[src/hdl/websocket_frame_parser_defines.svh]
// ----------------------------------------------------------------------------
// WebSocket frame parser assertion macros
// Property macros used by wsfp_step, the module that carries assertions.
// ----------------------------------------------------------------------------
`ifndef WEBSOCKET_FRAME_PARSER_DEFINES_SVH
`define WEBSOCKET_FRAME_PARSER_DEFINES_SVH

// Same-cycle implication, checked at every rising edge outside reset.
`define WSFP_ASSERT_NOW(label, ante, cons) \
  label: assert property (@(posedge clk) disable iff (!rst_n) (ante) |-> (cons)) \
    else $error("websocket_frame_parser: same-cycle property failed");

// Next-cycle implication, checked at every rising edge outside reset.
`define WSFP_ASSERT_NEXT(label, ante, cons) \
  label: assert property (@(posedge clk) disable iff (!rst_n) (ante) |=> (cons)) \
    else $error("websocket_frame_parser: next-cycle property failed");

`endif

[src/hdl/wsfp_pkg.sv]
// ----------------------------------------------------------------------------
// WebSocket frame parser package
// Types, codes and constants shared by the frame parser modules.
// ----------------------------------------------------------------------------
`timescale 1ns / 1ps

package wsfp_pkg;

  // Parser phase, one-hot.
  typedef enum logic [2:0] {
    PH_HEADER  = 3'b001,
    PH_PAYLOAD = 3'b010,
    PH_ERROR   = 3'b100
  } phase_t;

  // Result kind codes.
  localparam logic [1:0] KIND_HEADER = 2'd0;
  localparam logic [1:0] KIND_DATA   = 2'd1;
  localparam logic [1:0] KIND_CTRL   = 2'd2;
  localparam logic [1:0] KIND_ERROR  = 2'd3;

  // Frame type codes reported with msg_end.
  localparam logic [2:0] FT_NONE   = 3'd0;
  localparam logic [2:0] FT_TEXT   = 3'd1;
  localparam logic [2:0] FT_BINARY = 3'd2;
  localparam logic [2:0] FT_CLOSE  = 3'd3;
  localparam logic [2:0] FT_PING   = 3'd4;
  localparam logic [2:0] FT_PONG   = 3'd5;

  // Opcodes.
  localparam logic [3:0] OP_CONT   = 4'h0;
  localparam logic [3:0] OP_TEXT   = 4'h1;
  localparam logic [3:0] OP_BINARY = 4'h2;
  localparam logic [3:0] OP_CLOSE  = 4'h8;
  localparam logic [3:0] OP_PING   = 4'h9;
  localparam logic [3:0] OP_PONG   = 4'hA;

  // Header field masks and limits.
  localparam logic [7:0] RSV_MASK     = 8'h70;
  localparam logic [7:0] FIN_MASK     = 8'h80;
  localparam logic [7:0] LEN7_MASK    = 8'h7F;
  localparam logic [7:0] OP_MASK      = 8'h0F;
  localparam logic [6:0] CTRL_MAX_LEN = 7'd125;
  localparam logic [6:0] LEN_EXT16    = 7'd126;
  localparam logic [6:0] LEN_EXT64    = 7'd127;

  localparam logic [31:0] MAX_MSG_LEN_RESET = 32'd65536;

  // One result item.
  typedef struct packed {
    logic [1:0] kind;
    logic [7:0] data;
    logic       frame_end;
    logic       msg_end;
    logic [2:0] frame_type;
  } result_t;

endpackage

[src/hdl/wsfp_in_reg.sv]
// ----------------------------------------------------------------------------
// WebSocket frame parser input register
// Captures one received byte and holds it until the step logic takes it.
// ----------------------------------------------------------------------------
`timescale 1ns / 1ps

module wsfp_in_reg (
  input  logic       clk,
  input  logic       rst_n,
  input  logic       in_valid,
  output logic       in_stall,
  input  logic [7:0] in_byte,
  input  logic       advance,
  output logic       hold_valid,
  output logic [7:0] hold_byte
);

  logic       valid_r, valid_nxt;
  logic [7:0] byte_r;
  logic       load;

  // The held byte leaves whenever the next stage advances.
  assign in_stall = valid_r && !advance;
  assign load     = in_valid && !in_stall;

  always_comb begin
    valid_nxt = valid_r;
    if (load) begin
      valid_nxt = 1'b1;
    end else if (advance) begin
      valid_nxt = 1'b0;
    end
  end

  always_ff @(posedge clk) begin
    if (!rst_n) begin
      valid_r <= 1'b0;
    end else begin
      valid_r <= valid_nxt;
    end
  end

  always_ff @(posedge clk) begin
    if (load) begin
      byte_r <= in_byte;
    end
  end

  assign hold_valid = valid_r;
  assign hold_byte  = byte_r;

endmodule

[src/hdl/wsfp_step.sv]
// ----------------------------------------------------------------------------
// WebSocket frame parser step logic
// Parser state and the per-byte decision: header checks, length and mask key
// collection, payload unmasking and frame and message end reporting.
// ----------------------------------------------------------------------------
`timescale 1ns / 1ps
`include "websocket_frame_parser_defines.svh"

module wsfp_step
  import wsfp_pkg::*;
(
  input  logic        clk,
  input  logic        rst_n,
  input  logic [31:0] max_message_len,
  input  logic        step_en,
  input  logic [7:0]  step_byte,
  output result_t     res
);

  phase_t      phase_r, phase_nxt;
  logic [3:0]  hcnt_r, hcnt_nxt;
  logic [7:0]  first_r, first_nxt;
  logic [6:0]  short_r, short_nxt;
  logic [63:0] flen_r, flen_nxt;     // length while collecting, bytes left in payload
  logic [31:0] key_r, key_nxt;
  logic [1:0]  bidx_r, bidx_nxt;     // payload index modulo four
  logic [1:0]  open_r, open_nxt;
  logic [31:0] msg_r, msg_nxt;

  logic [7:0]  op_bits;
  logic [3:0]  op;
  logic        ctrl;
  logic        fin;
  logic [3:0]  ext_n;
  logic [3:0]  hcnt_inc;
  logic [63:0] len;
  logic        bad;
  logic        too_long;
  logic [7:0]  key_byte;
  logic [1:0]  open_tmp;
  logic        end_frame;

  assign op_bits = first_r & OP_MASK;
  assign op      = op_bits[3:0];
  assign ctrl    = op[3];
  assign fin     = (first_r & FIN_MASK) != 8'h00;

  assign ext_n    = (short_r == LEN_EXT16) ? 4'd2 : ((short_r == LEN_EXT64) ? 4'd8 : 4'd0);
  assign hcnt_inc = hcnt_r + 4'd1;
  assign len      = (ext_n == 4'd0) ? {57'd0, short_r} : flen_r;

  always_comb begin
    bad = 1'b0;
    if ((first_r & RSV_MASK) != 8'h00) bad = 1'b1;
    if ((step_byte & FIN_MASK) == 8'h00) bad = 1'b1;
    if (!(op == OP_CONT || op == OP_TEXT || op == OP_BINARY ||
          op == OP_CLOSE || op == OP_PING || op == OP_PONG)) bad = 1'b1;
    if (ctrl && !fin) bad = 1'b1;
    if (ctrl && (step_byte[6:0] > CTRL_MAX_LEN)) bad = 1'b1;
    if (op == OP_CONT && open_r == 2'd0) bad = 1'b1;
    if ((op == OP_TEXT || op == OP_BINARY) && open_r != 2'd0) bad = 1'b1;
  end

  // A data frame may not push the message past the configured maximum.
  assign too_long = (msg_r > max_message_len) ||
                    (len > {32'd0, max_message_len - msg_r});

  always_comb begin
    case (bidx_r)
      2'd0:    key_byte = key_r[31:24];
      2'd1:    key_byte = key_r[23:16];
      2'd2:    key_byte = key_r[15:8];
      default: key_byte = key_r[7:0];
    endcase
  end

  assign open_tmp = (op != OP_CONT) ? op[1:0] : open_r;

  always_comb begin
    phase_nxt = phase_r;
    hcnt_nxt  = hcnt_r;
    first_nxt = first_r;
    short_nxt = short_r;
    flen_nxt  = flen_r;
    key_nxt   = key_r;
    bidx_nxt  = bidx_r;
    open_nxt  = open_r;
    msg_nxt   = msg_r;
    end_frame = 1'b0;
    res       = '0;
    res.kind  = KIND_HEADER;

    unique case (phase_r)
      PH_HEADER: begin
        if (hcnt_r == 4'd0) begin
          first_nxt = step_byte;
          hcnt_nxt  = 4'd1;
        end else if (hcnt_r == 4'd1) begin
          if (bad) begin
            phase_nxt = PH_ERROR;
            res.kind  = KIND_ERROR;
          end else begin
            short_nxt = step_byte[6:0];
            flen_nxt  = '0;
            key_nxt   = '0;
            hcnt_nxt  = 4'd2;
          end
        end else begin
          if (hcnt_r < 4'd2 + ext_n) begin
            flen_nxt = {flen_r[55:0], step_byte};
          end else begin
            key_nxt = {key_r[23:0], step_byte};
          end
          hcnt_nxt = hcnt_inc;
          // The mask key is always last, so the length is complete here.
          if (hcnt_inc == 4'd6 + ext_n) begin
            if (!ctrl && too_long) begin
              phase_nxt = PH_ERROR;
              res.kind  = KIND_ERROR;
            end else begin
              phase_nxt = PH_PAYLOAD;
              flen_nxt  = len;
              bidx_nxt  = 2'd0;
              end_frame = (len == 64'd0);
            end
          end
        end
      end
      PH_PAYLOAD: begin
        res.data = step_byte ^ key_byte;
        if (ctrl) begin
          res.kind = KIND_CTRL;
        end else begin
          res.kind = KIND_DATA;
          msg_nxt  = msg_r + 32'd1;
        end
        bidx_nxt  = bidx_r + 2'd1;
        flen_nxt  = flen_r - 64'd1;
        end_frame = (flen_r == 64'd1);
      end
      PH_ERROR: begin
        res.kind = KIND_ERROR;
      end
      default: begin
        phase_nxt = PH_ERROR;
        res.kind  = KIND_ERROR;
      end
    endcase

    if (end_frame) begin
      res.frame_end = 1'b1;
      phase_nxt     = PH_HEADER;
      hcnt_nxt      = 4'd0;
      if (ctrl) begin
        res.msg_end    = 1'b1;
        res.frame_type = (op == OP_CLOSE) ? FT_CLOSE :
                         ((op == OP_PING) ? FT_PING : FT_PONG);
      end else if (fin) begin
        res.msg_end    = 1'b1;
        res.frame_type = (open_tmp == OP_TEXT[1:0]) ? FT_TEXT : FT_BINARY;
        open_nxt       = 2'd0;
        msg_nxt        = 32'd0;
      end else begin
        open_nxt = open_tmp;
      end
    end
  end

  always_ff @(posedge clk) begin
    if (!rst_n) begin
      phase_r <= PH_HEADER;
      hcnt_r  <= 4'd0;
      first_r <= 8'd0;
      short_r <= 7'd0;
      flen_r  <= 64'd0;
      key_r   <= 32'd0;
      bidx_r  <= 2'd0;
      open_r  <= 2'd0;
      msg_r   <= 32'd0;
    end else if (step_en) begin
      phase_r <= phase_nxt;
      hcnt_r  <= hcnt_nxt;
      first_r <= first_nxt;
      short_r <= short_nxt;
      flen_r  <= flen_nxt;
      key_r   <= key_nxt;
      bidx_r  <= bidx_nxt;
      open_r  <= open_nxt;
      msg_r   <= msg_nxt;
    end
  end

  `WSFP_ASSERT_NOW(a_done_ends_frame, step_en && res.msg_end, res.frame_end)
  `WSFP_ASSERT_NEXT(a_error_sticky, phase_r == PH_ERROR, phase_r == PH_ERROR)
  `WSFP_ASSERT_NOW(a_payload_nonempty, phase_r == PH_PAYLOAD, flen_r != 64'd0)
  `WSFP_ASSERT_NOW(a_open_op_legal, 1'b1, open_r != 2'd3)

endmodule

[src/hdl/wsfp_out_reg.sv]
// ----------------------------------------------------------------------------
// WebSocket frame parser result register
// Holds one result until the receiver takes it and tells the front when the
// parser may advance.
// ----------------------------------------------------------------------------
`timescale 1ns / 1ps

module wsfp_out_reg
  import wsfp_pkg::*;
(
  input  logic    clk,
  input  logic    rst_n,
  input  logic    load,
  input  result_t res,
  output logic    advance,
  output logic    out_valid,
  input  logic    out_stall,
  output result_t out_res
);

  logic    valid_r, valid_nxt;
  result_t res_r;

  // Room exists when the register is empty or is being emptied this cycle.
  assign advance = !valid_r || !out_stall;

  always_comb begin
    valid_nxt = valid_r;
    if (load) begin
      valid_nxt = 1'b1;
    end else if (!out_stall) begin
      valid_nxt = 1'b0;
    end
  end

  always_ff @(posedge clk) begin
    if (!rst_n) begin
      valid_r <= 1'b0;
    end else begin
      valid_r <= valid_nxt;
    end
  end

  always_ff @(posedge clk) begin
    if (load) begin
      res_r <= res;
    end
  end

  assign out_valid = valid_r;
  assign out_res   = res_r;

endmodule

[src/hdl/websocket_frame_parser.sv]
// Accepted bytes wait in the input register; results are registered for out_*.
// Throughput: one byte per clock while out_stall is low; the parser step is combinational.
// A stalled result holds the parser; the input register then takes one more byte.
// Reset (rst_n low, synchronous) clears all parser state and empties both registers.
// After reset the message limit is 65536 bytes and the parser waits for a header.
// ----------------------------------------------------------------------------
// WebSocket frame parser
// Server-side frame deframer that takes one received byte per request and
// gives one result per byte: header, unmasked data or control payload
// or protocol error, with frame and message end marks.
// ----------------------------------------------------------------------------
`timescale 1ns / 1ps

module websocket_frame_parser
  import wsfp_pkg::*;
(
  input  logic        clk,
  input  logic        rst_n,
  // Message length limit register.
  input  logic        cfg_wr_en,
  input  logic [31:0] cfg_wr_data,
  // Received byte requests.
  input  logic        in_valid,
  output logic        in_stall,
  input  logic [7:0]  in_byte,
  // Result requests.
  output logic        out_valid,
  input  logic        out_stall,
  output logic [1:0]  out_kind,
  output logic [7:0]  out_byte,
  output logic        out_frame_end,
  output logic        out_msg_end,
  output logic [2:0]  out_frame_type
);

  logic [31:0] max_len_r, max_len_nxt;
  logic        advance;
  logic        hold_valid;
  logic [7:0]  hold_byte;
  logic        step_en;
  result_t     step_res;
  result_t     out_res;

  // The user must write the limit register only while no request is in flight; the block does not enforce it.
  assign max_len_nxt = cfg_wr_en ? cfg_wr_data : max_len_r;

  always_ff @(posedge clk) begin
    if (!rst_n) begin
      max_len_r <= MAX_MSG_LEN_RESET;
    end else begin
      max_len_r <= max_len_nxt;
    end
  end

  // Stage one: the accepted byte waits here for the parser step.
  wsfp_in_reg u_in_reg (
    .clk        (clk),
    .rst_n      (rst_n),
    .in_valid   (in_valid),
    .in_stall   (in_stall),
    .in_byte    (in_byte),
    .advance    (advance),
    .hold_valid (hold_valid),
    .hold_byte  (hold_byte)
  );

  // The parser state moves only when a held byte goes into the result register.
  assign step_en = hold_valid && advance;

  wsfp_step u_step (
    .clk             (clk),
    .rst_n           (rst_n),
    .max_message_len (max_len_r),
    .step_en         (step_en),
    .step_byte       (hold_byte),
    .res             (step_res)
  );

  // Stage two: the result waits here for the receiver.
  wsfp_out_reg u_out_reg (
    .clk       (clk),
    .rst_n     (rst_n),
    .load      (step_en),
    .res       (step_res),
    .advance   (advance),
    .out_valid (out_valid),
    .out_stall (out_stall),
    .out_res   (out_res)
  );

  assign out_kind       = out_res.kind;
  assign out_byte       = out_res.data;
  assign out_frame_end  = out_res.frame_end;
  assign out_msg_end    = out_res.msg_end;
  assign out_frame_type = out_res.frame_type;

endmodule

[config.mk]
export PLATFORM = sky130hd
export DESIGN_NAME = websocket_frame_parser
export DESIGN_NICKNAME = d
export VERILOG_FILES = /design/src/hdl/wsfp_pkg.sv /design/src/hdl/wsfp_in_reg.sv /design/src/hdl/wsfp_step.sv /design/src/hdl/wsfp_out_reg.sv /design/src/hdl/websocket_frame_parser.sv
export VERILOG_INCLUDE_DIRS = /design/src /design/src/hdl
export SDC_FILE = /design/constraint.sdc
export NUM_CORES = 1
export LEC_CHECK = 0
export ABC_CLOCK_PERIOD_IN_PS = 5980
export BUFFER_PORTS_ARGS = -buffer_cell sky130_fd_sc_hd__buf_4
export CORE_ASPECT_RATIO = 1.1
export CORE_MARGIN = 5
export CORE_UTILIZATION = 60
export DETAILED_ROUTE_END_ITERATION = 12
export PLACE_DENSITY = 0.78
export SLEW_MARGIN = 30
export SYNTH_ARGS = -nofsm -noshare
export SYNTH_HDL_FRONTEND = slang
export SYNTH_SLANG_ARGS = --single-unit
[constraint.sdc]
create_clock -name clk -period 5.98 [get_ports clk]
set_input_delay 0.299 -clock clk [delete_from_list [all_inputs] [get_ports clk]]
set_output_delay 0.299 -clock clk [all_outputs]
set_load 0.01 [all_outputs]
==> metrics.md, run 1 <==
| Metric | Value |
|---|---|
| Status | `complete, no violations` |
| Clk sinks | `211` |
| Post-synth ARST share | `0` |
| Num CTS Buffers | `24` |
| Vias | `around 13000` |
| Average cell area after synthesis | `7.88 um^2` |
| All-Layer GR Usage | `0.288` |
| Vias per cell | `approximately 6.5` |
| DR pass1 iterations | `6` |
| DP Worst Slack | `~280 ps` |
| Critical Path End Type | `register` |
| Routability cong. | `about 0.97` |
| CTS H-tree lvls | `1` |
| Die X | `around 150 um` |
| P_leak | `around 6 nW` |
| Setup TNS | `0 ps` |
| Post-Syn Nets | `approximately 1900` |
| Placement Rows | `58` |
| Worst vdd ir | `0.239 mV` |
| Mapped Area | `between 0.01 and 0.015 mm^2` |
| First-pass GRT wire length | `approximately 64 mm` |
| ANT nets after route | `0` |
| Max Slew Vio Count | `0` |
| Diode count | `0` |
| Syn. warnings | `0` |
| Antenna violations before repair | `0` |
| Top post-synthesis cells by area | `dfxtp_1 (27%), ha_1 (6.9%), mux2i_1 (5.3%)` |
| Reg clk slew, reported paths | `about 60 ps` |
| Total wire length | `just under 40 mm` |
| Vert. Die Dim | `169 um` |
| Final std cells w/o fill | `2085` |
| Worst-margin pin slew | `about 960 ps` |
| Synth top area share | `0.274` |
| Metal3 WL | `roughly 3.4 mm` |
| Worst-path fanout max | `10` |
| Yosys reg bits | `about 210` |
| Met2 wire len | `between 15 and 20 mm` |
| Mean routed wirelength per cell | `~19 um` |
| I/O pins | `62` |
| Max cap viols | `0` |
| Prevailing post-synth register cell | `dfxtp_1` |
| Final Setup Violations | `0` |
| Final Hold Vio Count | `0` |
| Largest area contributor in the netlist | `dfxtp_1` |
| NumNets Final | `about 1900` |
| Largest net degree at the start of global routing | `66` |
| Die footprint | `~0.026 mm^2` |
| R2R Setup Slk | `about 360 ps` |
| Starting Density | `0.604` |
| Met1 WL | `between 15 and 20 mm` |
| Post-synth EDFFs | `23` |
| Fin crit share | `0.939` |
| Final worst setup slack | `around 360 ps` |
| Total gr overflow | `0` |
| Fraction of layout instances using a drive strength above 1 | `0.0924` |
| Pwr/cell area | `238 mW/mm^2` |
| DRC Markers | `0` |
| Worst-case clock buffer depth | `3` |
| Hold_ws | `between 5 and 6 ps` |
| Yosys cell types | `77` |
| RSZ-0062 raised after global routing | `no` |
| Seq/Total Area, Yosys | `0.325` |
| Area Overhead vs Synth | `12.5%` |
| Vias in the first global route | `roughly 13000` |
| Layout Skew | `roughly 15 ps` |
| Crit path launch type | `register` |
| TritonCTS clock tree | `built` |
| Iteration-0 DRC Markers | `between 1000 and 1500` |
| Max Used Layer | `met4` |
| IO buf count | `61` |
| Final min period | `about 5600 ps` |
| Final Util | `0.679` |
| Fmax | `~0.18 GHz` |
| Inst Count DP | `2016` |
| Clock root cell | `clkbuf_16` |
| Hpwl dp | `~26 mm` |
| CP Class | `reg2reg` |
| Core area | `approximately 0.023 mm^2` |
| Cells after synthesis | `approximately 1700` |
| Critical path arrival | `about 6000 ps` |
| Worst EP required | `about 6400 ps` |
| Min-Delay Path Class | `in2reg` |
| Clk_lat worst skew | `roughly 540 ps` |
| Relative slew margins | `0.363` |
-- cell families after synthesis --
| kind of cell | count (synthesis) | synth area share |
|---|---|---|
| muxes | 76 | 0.0557 |
| AOI/OAI and AO/OA | 468 | 0.216 |
| adders and majority gates | 77 | 0.0708 |
| xor gates and xnor gates | 70 | 0.0447 |
| DFF | 211 | 0.325 |
| and+or+nand+nor | 656 | 0.235 |
| buffers and inverters | 183 | 0.0523 |
-- synthesized netlist by cell type, drive strengths merged (9+ instances only) --
cell type,instances
xnor2,54
inv,71
edfxtp,23
nand3,50
dfxtp,188
or3,18
buf,24
and2,30
nand2b,9
mux2i,73
a211oi,13
nand2,159
nor4,32
clkbuf,88
a21o,25
nand4,57
xor2,16
o22ai,28
ha,76
nor3,60
nor2,174
a21boi,15
o21ai,115
a31oi,12
or4,23
a22oi,9
o211ai,15
o21a,10
and3,14
o31ai,11
a21oi,139
-- critical path, cell delays in order, from the launching register on --
cell and delay [ps]:
dfxtp_1 340, inv_1 60, ha_1 230, or4_1 580
o221a_2 290, or2_2 310, a21o_1 200, a31o_2 260
a21oi_1 180, xor2_1 180, ha_1 260, and3_1 180
a221o_1 330, a221o_1 290, a21o_1 170, a32oi_1 310
o211a_2 420, nor3_2 140, buf_4 180, a2111oi_0 410
o22ai_1 160
-- per-stage QoR --
step           cell area, um^2  power, W
2_1_floorplan            13700   0.00197
3_3_place_gp             14300   0.00212
3_5_place_dp             14300   0.00214
4_1_cts                  15400   0.00367
5_1_grt                  15400   0.00382
6_report                 15400   0.00368
-- per-layer routing --
metal	up-vias	global-route usage
li1	6437	-
met1	6260	0.374
met3	124	0.0468
met4	0	0.103
met2	634	0.486
met5	-	0
-- registers in the layout (all words and copies together), names as in the netlist --
| name | cells |
|---|---|
| max_len_r | 32 |
| u_in_reg.hold_byte | 8 |
| u_in_reg.hold_valid | 1 |
| u_out_reg.out_res | 15 |
| u_out_reg.out_valid | 1 |
| u_step.bidx_r | 2 |
| u_step.first_r | 8 |
| u_step.flen_r | 64 |
| u_step.hcnt_r | 4 |
| u_step.key_r | 32 |
| u_step.msg_r | 32 |
| u_step.open_r | 2 |
| u_step.phase_r | 3 |
| u_step.short_r | 7 |
-- layout make-up --
cell class              instances  area [um^2]
inverters                      71          268
fillers                      1870         7290
flip-flops and latches        211         4450
clock buffers                  31          688
clock inverters                13          150
well taps                     300          375
multi-input cells            1347         8580
repair buffers                112          907
-- placed cells by master, fill, tap and decap left out, types with 10 or more instances in the layout --
master,instances
mux2i_1,73
nand3_1,50
nand4_1,57
a21oi_1,139
o21ai_0,110
or4_1,19
nor3_1,57
ha_1,76
a21boi_0,13
o22ai_1,28
inv_1,70
o21a_1,10
dlygate4sd3_1,25
a21o_1,24
nor4_1,31
and2_1,28
dfxtp_1,188
a211oi_1,13
xnor2_1,54
nand2_1,158
a31oi_1,12
o211ai_1,15
nor2_1,173
buf_4,86
o31ai_1,10
or3_1,18
xor2_1,16
clkbuf_16,25
and3_1,14
edfxtp_1,23
-- final timing paths --
kind                                        from                 to  depth (start not counted)
worst max register to register   u_step.msg_r[7]  u_step.flen_r[25]                         20
worst min register to register  u_step.key_r[28]   u_step.key_r[28]                          2
worst max-delay path             u_step.msg_r[7]  u_step.flen_r[25]                         20
worst min-delay path              cfg_wr_data[4]       max_len_r[4]                          3
-- power breakdown --
| group | internal (W) | switching, W | total [W] |
|---|---|---|---|
| combinational | 0.000252 | 0.000394 | 0.000646 |
| sequential | 0.00146 | 0.0000335 | 0.00149 |
| clock | 0.000908 | 0.000632 | 0.00154 |
| total | 0.00262 | 0.00106 | 0.00368 |
-- timing repair --
action                                  in CTS  in global routing
buffers inserted                             0                  0
endpoints found under the setup margin       0                 49
hold endpoints to repair                    25                  0
hold buffers                                25                  0
gates resized for setup                      0                  6
Note: power is estimated with default switching activity, not from simulation.
==> run 2, diff against run 1 <==
==> constraint.sdc (replaced) <==
create_clock -name clk -period 5.98 [get_ports clk]
set_input_delay 0.897 -clock clk [delete_from_list [all_inputs] [get_ports clk]]
set_output_delay 0.897 -clock clk [all_outputs]
set_load 0.01 [all_outputs]
==> run 2 against run 1 <==
  * Hold slack improved by 450 ps
  * Setup slack got worse by 13 ps
  * Wire length is 1.4% lower
  * First-iteration DRC count fell by 1.2%
  * Sequential share of layout area grew 0.48 points
  * Flip-flop and latch count is the same
  * Cell count shrank 1.2%
  * Critical path type unchanged
  * Critical endpoint is now u_step.msg_r[31]
  * Largest cell class unchanged
  * Highest routed layer unchanged
==> metrics.md, run 2 (same netlist as run 1, synthesis figures left out) <==
| Metric | Value |
|---|---|
| Status | `complete, no violations` |
| Pwr/cell area | `241 mW/mm^2 (+1.1%)` |
| Fin crit share | `0.941 (+0.00210)` |
| Net load switching power | `0.00105 W (-0.88%)` |
| R2R cell count | `20 (unchanged)` |
| CTS H-tree lvls | `1 (unchanged)` |
| Area Overhead vs Synth | `10.7%` |
| R2R Setup Slk | `350 ps (about the same)` |
| Final worst setup slack | `352 ps (-12.6 ps)` |
| Clk pwr share | `0.419 (about the same)` |
| Final std cells w/o fill | `2060 (-1.2%)` |
| Reg2reg end | `u_step.msg_r[31]` |
| Total wire length | `38.4 mm (-1.4%)` |
| CP cell instances | `inv_1 -> ha_1 -> or4_1 -> o221a_2 -> or2_2 -> a21o_1 -> a31o_2 -> a21oi_1 -> xor2_1 -> ha_1 -> and3_1 -> a221o_1 -> a221o_1 -> a21o_1 -> a32oi_1 -> o21ai_1 -> o41ai_2 -> a31o_2 -> buf_6 -> nor2_1` |
| Worst-case clock buffer depth | `3 (unchanged)` |
| Vias | `13400 (-0.71%)` |
| Fraction of layout instances using a drive strength above 1 | `0.0938 (+0.00131)` |
| Routability cong. | `0.969 (unchanged)` |
| Worst vdd ir | `0.239 mV (about the same)` |
| Worst-margin pin slew | `948 ps (-7.00 ps)` |
| Post-CTS Resized | `0 (unchanged)` |
| Critical Path End Type | `register` |
| Inst Count DP | `2016 (unchanged)` |
| Vert. Die Dim | `169 um (unchanged)` |
| Hpwl dp | `26.2 mm (unchanged)` |
| P_leak | `5.87 nW (-1.7%)` |
| Hold_ws | `454 ps (+449 ps)` |
| ANT nets after route | `0 (unchanged)` |
| Die footprint | `0.0260 mm^2 (unchanged)` |
| Vias in the first global route | `12800 (-0.96%)` |
| Final Hold Vio Count | `0 (unchanged)` |
| Slowest stage delay, CP | `570 ps (about the same)` |
| CP max-delay cell | `or4_1` |
| NumNets Final | `1864 (-1.3%)` |
| WHS Path Cells | `2 (-1)` |
| Crit path launch type | `register` |
| Met2 wire len | `18.0 mm (-2.4%)` |
| Layout Skew | `13.6 ps (-1.01 ps)` |
| Commonest non-fill, non-tap cell in the layout | `dfxtp_1` |
| IO buf count | `61 (unchanged)` |
| DRC Markers | `0 (unchanged)` |
| First-pass GRT wire length | `62.9 mm (-1.5%)` |
| Clk_lat worst skew | `540 ps (about the same)` |
| TritonCTS clock tree | `built` |
| Largest net degree at the start of global routing | `66 (unchanged)` |
| RSZ-0062 raised after global routing | `no` |
| All-Layer GR Usage | `0.283 (-0.00448)` |
| Reg clk slew, reported paths | `60 ps (about the same)` |
| Hold-fix buffer count after cts | `0 (-100%)` |
| Final instance area | `0.0152 mm^2 (-1.6%)` |
| Die X | `154 um (unchanged)` |
| Setup TNS | `0 ps (unchanged)` |
| Vias per cell | `6.49 (+0.50%)` |
| Max reg flops | `64 (unchanged)` |
| Switching share of power | `0.287 (-0.000958)` |
| Mean routed wirelength per cell | `18.6 um (-0.23%)` |
| Relative slew margins | `0.367 (+0.00467)` |
| Critical path arrival | `6040 ps (+30 ps)` |
| Total gr overflow | `0 (unchanged)` |
| Min-Delay Path Class | `reg2reg` |
| Iteration-0 DRC Markers | `1273 (-1.2%)` |
| Final min period | `5630 ps (+12.6 ps)` |
| Starting Density | `0.604 (unchanged)` |
| Sequential group share of total power | `0.408 (+0.002)` |
| Max Slew Vio Count | `0 (unchanged)` |
| DR pass1 iterations | `7 (+1)` |
| Met1 WL | `15.8 mm (+0.11%)` |
| Diode count | `0 (unchanged)` |
| Max cap viols | `0 (unchanged)` |
| Commonest cells after routing, fill and taps aside | `dfxtp_1 (188), nor2_1 (173), nand2_1 (158)` |
| Worst EP required | `6400 ps (+30 ps)` |
| Fmax | `0.178 GHz (-0.22%)` |
| Clock root cell | `clkbuf_16` |
| Post-DP Area | `0.0143 mm^2 (unchanged)` |
| Logic gate share of total power | `0.173 (-0.003)` |
| Reg2reg start | `u_step.msg_r[7]` |
| Cell-internal power | `0.00261 W (-0.42%)` |
| Clk sinks | `211 (unchanged)` |
| Largest Register | `u_step.flen_r` |
| DP Worst Slack | `280 ps (unchanged)` |
| Min-delay src | `u_step.key_r[28]` |
| CP Class | `reg2reg` |
| Post-CTS Setup Bufs | `0 (unchanged)` |
| Worst-path fanout max | `32 (+22)` |
| Antenna violations before repair | `0 (unchanged)` |
| Num CTS Buffers | `24 (unchanged)` |
| Metal3 WL | `3.37 mm (-2.1%)` |
| WHS Endpoint | `u_step.key_r[28]` |
| I/O pins | `62 (unchanged)` |
| Core area | `0.0227 mm^2 (unchanged)` |
| Placement Rows | `58 (unchanged)` |
| Final Setup Violations | `0 (unchanged)` |
| Max Used Layer | `met4` |
-- run 2: power by group through the flow --
stage                     registers, W  logic (W)  clock network (W)
final                          0.00149   0.000632            0.00153
after detailed placement       0.00152   0.000614                  0
after global placement         0.00152   0.000598                  0
after global routing           0.00149   0.000694            0.00162
after floorplan                0.00151   0.000459                  0
after CTS                      0.00149   0.000618            0.00155
-- run 2: worst max-delay path by stage --
stage,cells past startpoint,slack (ps),to,start
global placement,22,470,u_step.msg_r[28],u_step.msg_r[1]
CTS,20,220,u_step.flen_r[10],u_step.msg_r[1]
floorplan,23,1010,u_step.flen_r[48],u_step.msg_r[11]
detailed placement,22,280,u_step.msg_r[26],u_step.msg_r[1]
finish,20,350,u_step.msg_r[31],u_step.msg_r[7]
global route,22,50,u_step.flen_r[25],u_step.msg_r[1]
-- run 2: per-layer routing --
layer | vias to the layer above | global-route usage
met5 | - | 0
met4 | 0 | 0.0983
met3 | 102 | 0.0440
met2 | 629 | 0.478
met1 | 6250 | 0.371
li1 | 6379 | -
-- run 2: area by class of cell --
type | instances | area [um^2]
Sequential cell | 211 | 4450
Inverter | 71 | 268
Multi-Input combinational cell | 1347 | 8580
Timing Repair Buffer | 87 | 657
Clock inverter | 13 | 150
Clock buffer | 31 | 688
Tap cell | 300 | 375
Fill cell | 1918 | 7540
-- run 2: through the flow --
stage                util  total power [W]
floorplan               -          0.00197
global placement    0.630          0.00212
detailed placement  0.630          0.00214
CTS                 0.667          0.00366
global route        0.668          0.00381
finish              0.668          0.00366
-- run 2: critical path, delay by kind of cell, from the launching register on --
family / cells / cell delay, ps
compound gates: 11 / 3020
xor+xnor: 1 / 180
fa+ha+maj: 2 / 490
buf+inv: 2 / 300
flops: 1 / 340
simple gates: 4 / 1150
